## config.mk

```make
export PLATFORM = sky130hd
export DESIGN_NAME = rau_ctrl
export DESIGN_NICKNAME = d
export VERILOG_FILES = /design/src/sv/rau_pkg.sv /design/src/sv/rau_ctrl.sv
export SDC_FILE = /design/constraint.sdc
export NUM_CORES = 1
export LEC_CHECK = 0
export BUFFER_PORTS_ARGS = -buffer_cell sky130_fd_sc_hd__buf_2
export CAP_MARGIN = 20
export CORE_AREA = 2 2 39 41
export CTS_BUF_LIST = sky130_fd_sc_hd__clkbuf_4
export DETAILED_ROUTE_END_ITERATION = 8
export DIE_AREA = 0 0 41 43
export SKIP_LAST_GASP = 1
export SLEW_MARGIN = 10
export SYNTH_ARGS = -nofsm -noshare
export SYNTH_HDL_FRONTEND = slang
export SYNTH_SLANG_ARGS = --single-unit
```

## constraint.sdc

```tcl
create_clock -name clk_i -period 1.07 [get_ports clk_i]
set_input_delay 0.214 -clock clk_i [delete_from_list [all_inputs] [get_ports clk_i]]
set_output_delay 0.214 -clock clk_i [all_outputs]
set_load 0.005 [all_outputs]
```

## src/sv/rau_pkg.sv

```systemverilog
// rau_pkg: shared types, codes and constants of the rational arithmetic unit
// no dependencies
`default_nettype none
package rau_pkg;
  localparam int unsigned WordBitsDefault = 32;

  typedef enum logic [2:0] {
    OP_NORM = 3'd0, OP_ADD = 3'd1, OP_SUB = 3'd2, OP_MUL = 3'd3,
    OP_DIV = 3'd4, OP_LT = 3'd5, OP_EQ = 3'd6, OP_NONE = 3'd7
  } op_e;

  typedef enum logic [1:0] {
    ST_OK = 2'd0, ST_ZERO_DEN = 2'd1, ST_DIV_ZERO = 2'd2, ST_OVERFLOW = 2'd3
  } status_e;

  typedef enum logic [2:0] {
    S_IDLE, S_MUL, S_COMB, S_GCD, S_DIV, S_FIN, S_OUT
  } state_e;

  // controller to datapath
  typedef struct packed {
    logic load;
    logic mul;
    logic comb;
    logic gcd_start;
    logic gcd_step;
    logic div_start;
    logic div_step;
    logic fin;
  } cmd_t;

  // datapath to controller
  typedef struct packed {
    logic early;
    logic gcd_done;
    logic div_done;
  } stat_t;
endpackage
`default_nettype wire

```

## src/sv/rau_ctrl.sv

```systemverilog
// rau_ctrl: sequencing state machine of the rational arithmetic unit
// depends on rau_pkg
`default_nettype none
module rau_ctrl import rau_pkg::*; (
  input  wire logic       clk_i,
  input  wire logic       rst_ni,
  input  wire logic       in_valid_i,
  output logic            in_ready_o,
  output logic            out_valid_o,
  input  wire logic       out_ready_i,
  input  wire logic [2:0] op_i,
  input  wire stat_t      stat_i,
  output cmd_t            cmd_o
);
  state_e state_q, state_d;
  logic cmp_q;

  always_ff @(posedge clk_i or negedge rst_ni) begin
    if (!rst_ni) begin
      state_q <= S_IDLE;
      cmp_q <= 1'b0;
    end else begin
      state_q <= state_d;
      if (in_valid_i && in_ready_o) cmp_q <= (op_i == OP_LT) || (op_i == OP_EQ);
    end
  end

  always_comb begin
    state_d = state_q;
    case (state_q)
      S_IDLE: if (in_valid_i) state_d = S_MUL;
      S_MUL:  state_d = stat_i.early ? S_OUT : S_COMB;
      S_COMB: state_d = cmp_q ? S_OUT : S_GCD;
      S_GCD:  if (stat_i.gcd_done) state_d = S_DIV;
      S_DIV:  if (stat_i.div_done) state_d = S_FIN;
      S_FIN:  state_d = S_OUT;
      S_OUT:  if (out_ready_i) state_d = S_IDLE;
      default: state_d = S_IDLE;
    endcase
  end

  always_comb begin
    cmd_o = '0;
    in_ready_o = (state_q == S_IDLE);
    out_valid_o = (state_q == S_OUT);
    case (state_q)
      S_IDLE: cmd_o.load = in_valid_i;
      S_MUL:  cmd_o.mul = 1'b1;
      S_COMB: begin cmd_o.comb = 1'b1; cmd_o.gcd_start = 1'b1; end
      S_GCD: begin
        cmd_o.gcd_step = ~stat_i.gcd_done;
        cmd_o.div_start = stat_i.gcd_done;
      end
      S_DIV:  cmd_o.div_step = ~stat_i.div_done;
      S_FIN:  cmd_o.fin = 1'b1;
      default: ;
    endcase
  end

`ifndef NO_ASSERTIONS
  a_one_side: assert property (@(posedge clk_i) disable iff (!rst_ni)
    !(in_ready_o && out_valid_o)) else $error("ready while holding result");
  a_out_hold: assert property (@(posedge clk_i) disable iff (!rst_ni)
    out_valid_o && !out_ready_i |=> out_valid_o) else $error("result dropped");
  a_load_only_idle: assert property (@(posedge clk_i) disable iff (!rst_ni)
    cmd_o.load |-> state_q == S_IDLE) else $error("load outside idle");
`endif
endmodule
`default_nettype wire

```

==> results of run 1 <==
-- what timing repair did --
action                                 in CTS  in global routing
hold buffers                                1                  0
buffers inserted                            2                  3
endpoints found under the hold margin       4                  0
resized for setup                          10                  3
pin swaps                                   3                  3
setup endpoints to repair                  14                 14
-- how the worst min path moves through the flow --
| stage | to | from | cells past startpoint | slack [ns] |
|---|---|---|---|---|
| after global placement | cmp_q | rst_ni | 1 | 0.02 |
| after detailed placement | cmp_q | rst_ni | 1 | 0.02 |
| final | cmp_q | op_i[2] | 3 | 0.24 |
| after global routing | cmp_q | op_i[2] | 3 | 0.27 |
| after CTS | cmp_q | op_i[2] | 3 | 0.22 |
| after floorplan | cmp_q | rst_ni | 0 | -0.08 |
-- registers in the layout (all words and copies together) (netlist names) --
name / cells
state_q: 3
cmp_q: 1
-- metrics by stage --
| stage | worst slack [ns] | power (mW) |
|---|---|---|
| global route | -0.403 | 1.93 |
| global placement | -0.140 | 1.28 |
| CTS | -0.359 | 1.69 |
| detailed placement | -0.150 | 1.29 |
| finish | -0.346 | 1.77 |
| floorplan | -0.0766 | 0.976 |
-- area by class of cell --
class,count,area [sq um]
Fill cell,143,742
Multi-Input combinational cell,28,258
Timing Repair Buffer,34,234
Tap cell,16,20.0
Sequential cell,4,104
Clock buffer,3,22.5
Inverter,1,3.75
-- routing by layer --
layer  GRT usage [%]  share of wire [%]  routed length, microns  vias to the layer above
met1            12.3                 40                     337                      179
met2            17.5                 56                     478                       10
li1                -                  -                       -                      199
met4            10.0                  0                       0                        0
met3            1.57                4.2                      36                        0
met5               0                  0                       0                        -
-- cells in the final DEF (no fill, tap or decap), types with 2 or more instances in the layout --
cell type  Yosys  layout
buf_2          2      17
buf_4          1      11
buf_6          2       5
nor2_1         4       3
mux2_4         3       3
clkbuf_4       0       3
dfrtp_2        0       3
nand2_1        2       2
nand3_1        2       2
-- critical path, delay by kind of cell (launching register included) --
| kind | cells | cell delay [ns] |
|---|---|---|
| buf+inv | 2 | 0.25 |
| flops | 1 | 0.47 |
| simple gates | 2 | 0.25 |
-- logic make-up (layout without fill, tap and decap cells) --
kind of cell | after synthesis | count (layout)
flip-flops | 4 | 4
AO/OA/AOI/OAI | 7 | 7
XOR/XNOR | 1 | 1
AND/OR/NAND/NOR | 17 | 17
buffers and inverters | 6 | 38
multiplexers | 3 | 3
-- power breakdown --
part | switching [mW] | internal, mW | total, mW | leakage (nW)
registers | 0.119 | 0.237 | 0.356 | 0.0459
logic | 0.464 | 0.769 | 1.23 | 0.272
clock network | 0.0576 | 0.125 | 0.183 | 0.0138
total | 0.641 | 1.13 | 1.77 | 0.332
==> impl_metrics.yaml, run 1 <==
floorplanning:
  fp.dieH_microns: 43
  pin_count: 20
  rows: 14
  core_area_sq_um: 1380
  die_w_microns: 41
  start_util_pct: 26.7
  die-area_sq_um: 1760
logic_synthesis:
  ys.flop_type: "dfrtp_1"
  synthSimpleGateAreaFrac_pct: 32.5
  synth_top_family_by_area: "simple AND/OR/NAND/NOR gates"
  netlist.area_leader.share_pct: 27.1
  synth_nets: 48
  ys_ff_latch: 4
  syn_area_sq_um: 369
  yosys.cell_types.count: 24
  synth_fa_ha_area_share_pct: 0
  synth_top_area_cell: "dfrtp_1"
  syn_inst: 38
  postSynthAreaPerCell_sq_um: 9.71
  synth.area.mux_share_pct: 12.2
  yosysSeqAreaShare_pct: 27.1
  synth_xor_area_share_pct: 2.37
  synthTopCellsByArea: "dfrtp_1, mux2_4, nor4b_4, buf_6, a221oi_2"
  synth_compound_area_share_pct: 13.9
  yosysWarnings: 0
  async_flop_share_pct: 100
  synth.cells.most_frequent: "dfrtp_1, nor2_1, mux2_4"
  synth_edf_count: 0
critical_path:
  cp_data_arrival_time_ns: 1.20
  regToRegSetupSlack_ns: -0.18
  startpoint: "state_q[0]"
  path_max_fanout: 6
  critPathLaunchType: "flop"
  reg2reg_depth: 5
  crit_top_cell: "buf_6"
  crit_end: "cmd_o[5]"
  rr_startpoint: "state_q[0]"
  end_kind: "output port"
  crit_path_max_incr_delay_ns: 0.47
  worstPathRequired_ns: 0.86
  r2r-end: "state_q[0]"
  worst_path_max_delay_cell: "dfrtp_2"
  crit_chain: "buf_6 -> nor2_4 -> and2_4 -> buf_6"
  critPathKind: "reg2out"
timing:
  finalCritPeriodShare_pct: 132
  hold_viol: 0
  fin_setup_tns_ns: -3.62
  setup_viol: 14
  tightest_slew_ns: 0.227
  slew_viol_final: 0
  finalWorstSetupSlack_ns: -0.346
  fmax_ghz: 0.706
  grt_setup_unrepaired: "true"
  relSlewSlack_pct: 84.7
  period_minus_slack_ns: 1.42
  fin_skew_ns: 0.00112
  fin_hold_ws_ns: 0.237
worst_hold_path:
  hold_class: "in2reg"
layout:
  drive_gt1_share_pct: 72.9
  antenna_cells: 0
  stdcell_count: 86
  syn_to_final_growth_pct: 73.9
  final_util_pct: 46.4
  nets: 82
  design_area_sq_um: 642
route:
  drt-total-wl_microns: 852
  vias_per_cell: 4.51
  ant_nets: 0
  vias: 388
  first_iter_violations: 0
  drc: 0
  firstDrtPassIters: 1
  wl_per_cell_microns: 9.91
power_and_ir_drop:
  cellPowerDensity_nw_per_um2: 2760
  peakVddDrop_uv: 1040
  p_leak_nw: 0.332
clocking:
  cts_root_buf: "clkbuf_4"
  htreeDepth: 1
  cts.clk_slew.worst_paths_ns: 0.04
  clockBufferDepth: 2
  clock-sinks: 4
  numCtsBuffers: 3
  worstSkewPairLatency_ns: 0.23
  cts_tree: "yes"
grt:
  grt_max_degree: 7
  antenna_found_initial: 0
  gr-total-overflow: 0
  grt.total_usage_pct: 11.3
  grt_pass1_wl_microns: 1320
  grt_pass1_vias: 351
outcome:
  outcome: "finished, violations left"
  violations: "setup timing"
placed_design:
  numPortBuffers: 19
  gpl.final_weighted_congestion: 0.669
  dpl.hpwl_microns: 646
  dpl_cell_area_sq_um: 523
  dp_cells: 77
run:
  drv_cap: 0
Note: power is estimated with default switching activity, not from simulation.
==> inputs of run 2 (changes only) <==
Settings changed: ABC_AREA from default to 1, CAP_MARGIN 20 to default.
==> impl_metrics.yaml, run 2 <==
logic_synthesis:
  synth_top_family_by_area: "simple AND/OR/NAND/NOR gates"
  synth_xor_area_share_pct: 0
  synth_nets: 72
  synth_compound_area_share_pct: 5.19
  synth_fa_ha_area_share_pct: 0
  synth.cells.most_frequent: "nand2_1, nor2_1, inv_1"
  ys.flop_type: "dfrtp_1"
  synth.most_common_cell: "nand2_1"
  netlist.area_leader.share_pct: 26.0
  syn_area_sq_um: 385
  synth_edf_count: 0
  yosysSeqAreaShare_pct: 26.0
  yosysWarnings: 0
  synthTopCellsByArea: "dfrtp_1, nand2_1, nor2_1, nand3_1, nor2_2"
  ys_ff_latch: 4
  synth.area.mux_share_pct: 0
  postSynthAreaPerCell_sq_um: 6.22
  async_flop_share_pct: 100
  synth_top_area_cell: "dfrtp_1"
  yosys.cell_types.count: 16
  synthSimpleGateAreaFrac_pct: 49.0
  syn_inst: 62
timing:
  grt_setup_unrepaired: "true"
  fin_skew_ns: 0.000153
  relSlewSlack_pct: 90.5
  slew_viol_final: 0
  finalWorstSetupSlack_ns: -0.273
  fmax_ghz: 0.745
  period_minus_slack_ns: 1.34
  setup_viol: 14
  hold_viol: 0
  tightest_slew_ns: 0.141
  finalCritPeriodShare_pct: 125
layout:
  regMostFlops: "state_q"
  largest_register_ffs: 3
  final_util_pct: 44.3
  antenna_cells: 0
  most-common-layout-cells: "buf_2, nand2_1, buf_4"
  drive_gt1_share_pct: 54.7
  syn_to_final_growth_pct: 59.1
  final_common_cell: "buf_2"
  final.fill_count: 145
  top_regs: "state_q: 3 flops, cmp_q: 1 flops"
  nets: 107
critical_path:
  critPathKind: "reg2out"
  critPathLaunchType: "flop"
  path_max_fanout: 6
  end_kind: "output port"
  worstPathRequired_ns: 0.86
  cp_data_arrival_time_ns: 1.13
grt:
  grt_max_degree: 9
  grt_pass1_wl_microns: 1670
  antenna_found_initial: 0
  grt.total_usage_pct: 14.0
  gr-total-overflow: 0
  grt_pass1_vias: 452
floorplanning:
  core_area_sq_um: 1380
  die_w_microns: 41
  die-area_sq_um: 1760
  fp.dieH_microns: 43
  pin_count: 20
  start_util_pct: 27.8
  rows: 14
worst_hold_path:
  hold_class: "in2reg"
placed_design:
  gpl.final_weighted_congestion: 0.943
  pre_cts_ws_ns: -0.110
  numPortBuffers: 19
  dpl.hpwl_microns: 790
power_and_ir_drop:
  p_total_mw: 1.70
  p_leak_nw: 0.373
  peakVddDrop_uv: 1060
  cellPowerDensity_nw_per_um2: 2770
route:
  drc: 0
  first_iter_violations: 7
  ant_nets: 0
  vias: 513
  drt-total-wl_microns: 1100
  firstDrtPassIters: 4
  wl_per_cell_microns: 9.88
  vias_per_cell: 4.62
clocking:
  cts_tree: "yes"
  cts.clk_slew.worst_paths_ns: 0.04
  htreeDepth: 1
  worstSkewPairLatency_ns: 0.23
  cts_root_buf: "clkbuf_4"
  clock-sinks: 4
  numCtsBuffers: 3
  clockBufferDepth: 2
outcome:
  violations: "setup timing"
  outcome: "finished, violations left"
run:
  drv_cap: 0
==> run 2: changes by cell type after synthesis, moves of 5 or more <==
cell     previous run  this run
inv_1               1         8
nand3_1             2         7
nor2_2              0         5
nor2_1              4        10
nand2_1             2        13
==> run 2: kinds of logic after synthesis <==
family,after synthesis
flops,4
buf+inv,14
simple gates,40
compound gates,4
==> run 2: path summary, 6_finish.rpt <==
kind                                 start         end  slack (ns)  cells after the start
min in group asynchronous           rst_ni  state_q[0]        0.31                      2
worst max register to register  state_q[1]  state_q[2]       -0.12                      8
worst min-delay path               op_i[1]       cmp_q        0.24                      4
worst max-delay path            state_q[1]    cmd_o[3]       -0.27                      4
worst min register to register       cmp_q       cmp_q        0.53                      2
max in group asynchronous           rst_ni  state_q[2]        0.64                      2
==> run 2: layout make-up <==
cell class                 instances  area (sq um)  area share [%]
tap                               16          20.0            3.27
clock buffer                       3          22.5            3.67
timing repair buffer              33           200            32.7
multi-input combinational         44           220            35.9
inverter                          11          46.3            7.55
sequential                         4           104            16.9
==> run 2: metrics by stage <==
step                      std cells  TNS [ns]  cell area [sq um]  hold slack (ns)
final                           111     -2.69                613            0.243
after global placement           97    -0.767                493           0.0191
after floorplan                  62         0                385          -0.0816
after global routing            111     -3.69                613            0.279
after detailed placement         97    -0.790                493           0.0198
after CTS                       109     -2.83                587            0.240
==> run 2: worst max-delay path, stage by stage, from the launching register on <==
cell and delay (ns):
dfrtp_2 0.43, buf_4 0.14, nand3_2 0.08, nor2_2 0.13, buf_2 0.12
==> run 2: where the power goes <==
group          internal, mW  switching, mW
Clock                 0.125         0.0619
Sequential            0.241          0.132
Combinational         0.574          0.566
Total                 0.941          0.761
==> run 2: per-layer routing <==
| layer | vias up | GRT usage, % | wire length, microns |
|---|---|---|---|
| met2 | 25 | 25.3 | 603 |
| li1 | 259 | - | - |
| met5 | - | 0 | 0 |
| met3 | 2 | 3.14 | 89 |
| met1 | 227 | 13.1 | 394 |
| met4 | 0 | 8.00 | 9 |
==> run 2: what timing repair did <==
item,CTS,global route
setup endpoints to repair,14,14
gates resized for setup,5,3
hold endpoints to repair,4,0
hold buffers,1,0
pin swaps,3,2
setup buffers,8,2
==> inputs of run 3 (changes only) <==
Settings changed: CELL_PAD_IN_SITES_DETAIL_PLACEMENT from default to 0, CELL_PAD_IN_SITES_GLOBAL_PLACEMENT from default to 2, CORE_AREA 2 2 39 41 to default, CORE_ASPECT_RATIO from default to 1.2, CORE_UTILIZATION from default to 19, DIE_AREA 0 0 41 43 to default, PLACE_DENSITY_LB_ADDON from default to 0.1.
==> impl_metrics.yaml, run 3 (synthesized netlist as in run 2, its figures left out) <==
placed_design:
  numPortBuffers: 19
  dpl.hpwl_microns: 862
  gpl.final_weighted_congestion: 0.742
worst_hold_path:
  hold_class: "in2reg"
timing:
  setup_viol: 14
  finalWorstSetupSlack_ns: -0.305
  fin_setup_tns_ns: -3.02
  finalCritPeriodShare_pct: 129
  hold_viol: 0
  slew_viol_final: 0
  period_minus_slack_ns: 1.38
  fin_skew_ns: 0.00139
  fin_hold_ws_ns: 0.246
  fmax_ghz: 0.727
  tightest_slew_ns: 0.163
  relSlewSlack_pct: 89.1
  grt_setup_unrepaired: "true"
outcome:
  violations: "setup timing"
  outcome: "finished, violations left"
layout:
  most-common-layout-cells: "buf_2, nand2_1, buf_4"
  largest_register_ffs: 3
  final.fill_count: 233
  antenna_cells: 0
  regMostFlops: "state_q"
  top_regs: "state_q: 3 flops, cmp_q: 1 flops"
  final_common_cell: "buf_2"
  nets: 108
  syn_to_final_growth_pct: 67.5
  drive_gt1_share_pct: 56.3
floorplanning:
  fp.dieH_microns: 51.3
  core_area_sq_um: 1870
  pin_count: 20
  die_w_microns: 43.1
  rows: 17
  die-area_sq_um: 2210
  start_util_pct: 20.6
critical_path:
  critPathLaunchType: "flop"
  end_kind: "output port"
  worstPathRequired_ns: 0.86
  path_max_fanout: 5
  cp_data_arrival_time_ns: 1.16
  critPathKind: "reg2out"
  regToRegSetupSlack_ns: -0.17
route:
  wl_per_cell_microns: 9.64
  wl_met2_microns: 599
  first_iter_violations: 7
  vias_per_cell: 4.21
  routed-wl-met3_microns: 45
  firstDrtPassIters: 4
  ant_nets: 0
  vias: 484
  drt-met1-wl_microns: 464
  drt-total-wl_microns: 1110
  highest_layer: "met3"
  drc: 0
run:
  drv_cap: 0
power_and_ir_drop:
  p_leak_nw: 0.385
  peakVddDrop_uv: 983
  cellPowerDensity_nw_per_um2: 2730
clocking:
  htreeDepth: 1
  numCtsBuffers: 3
  cts_root_buf: "clkbuf_4"
  worstSkewPairLatency_ns: 0.23
  cts.clk_slew.worst_paths_ns: 0.04
  clockBufferDepth: 2
  clock-sinks: 4
  cts_tree: "yes"
grt:
  grt_pass1_wl_microns: 1690
  gr-total-overflow: 0
  grt_pass1_vias: 427
  grt_max_degree: 8
  grt.total_usage_pct: 10.5
  antenna_found_initial: 0
## run 3: cell count changes in the layout (fill, tap and decap cells not counted)
cell / delta
nand2_4: +1
inv_6: -1
nand3_1: -1
buf_4: +1
nor2_2: -1
nand3_2: +1
clkinv_4: +1
nor2_4: +1
buf_6: +1
buf_2: -1
nand2_2: -1
## run 3: critical path, cell delays in order (launching register included)
cell and delay, ns:
dfrtp_2 0.45, buf_4 0.16, buf_6 0.11, nand3_2 0.06, inv_1 0.04, buf_2 0.11
## run 3: worst paths after layout
| path | start | endpoint | depth (start not counted) |
|---|---|---|---|
| worst max-delay path | state_q[1] | out_valid_o | 5 |
| worst min-delay path | op_i[1] | cmp_q | 4 |
| worst max register to register | state_q[1] | state_q[0] | 9 |
| worst min register to register | cmp_q | cmp_q | 2 |
| max in group asynchronous | rst_ni | state_q[0] | 2 |
| min in group asynchronous | rst_ni | state_q[1] | 2 |
## run 3: per-stage QoR
stage	setup slack, ns	utilization, %	power (mW)	cells	area (sq um)
2_1_floorplan	0.0278	-	0.982	62	385
3_3_place_gp	-0.152	27.3	1.27	102	512
3_5_place_dp	-0.125	27.3	1.24	102	512
4_1_cts	-0.317	32.0	1.63	112	599
5_1_grt	-0.361	34.5	1.92	115	646
6_report	-0.305	34.5	1.77	115	646
## run 3: where the power goes
| group | internal, mW | total, mW | switching [mW] |
|---|---|---|---|
| sequential | 0.241 | 0.359 | 0.118 |
| clock | 0.125 | 0.185 | 0.0594 |
| combinational | 0.616 | 1.22 | 0.607 |
## run 3: routing by layer
metal	track usage [%]	up-vias
li1	-	260
met1	11.1	212
met2	18.4	12
met3	2.47	0
met4	6.06	0
met5	0	-
## run 3: area by class of cell
type	count	area [sq um]	area share [%]
multi-input cells	44	235	36.4
repair buffers	34	214	33.1
flip-flops and latches	4	104	16.1
inverters	11	46.3	7.17
well taps	19	23.8	3.68
clock buffers	3	22.5	3.49
## run 3: what timing repair did
action | CTS | global route
gates resized for setup | 6 | 6
buffers inserted | 6 | 3
pin swaps | 1 | 1
endpoints found under the setup margin | 14 | 14
endpoints found under the hold margin | 4 | 0
cloned | 0 | 0
hold buffers | 1 | 0
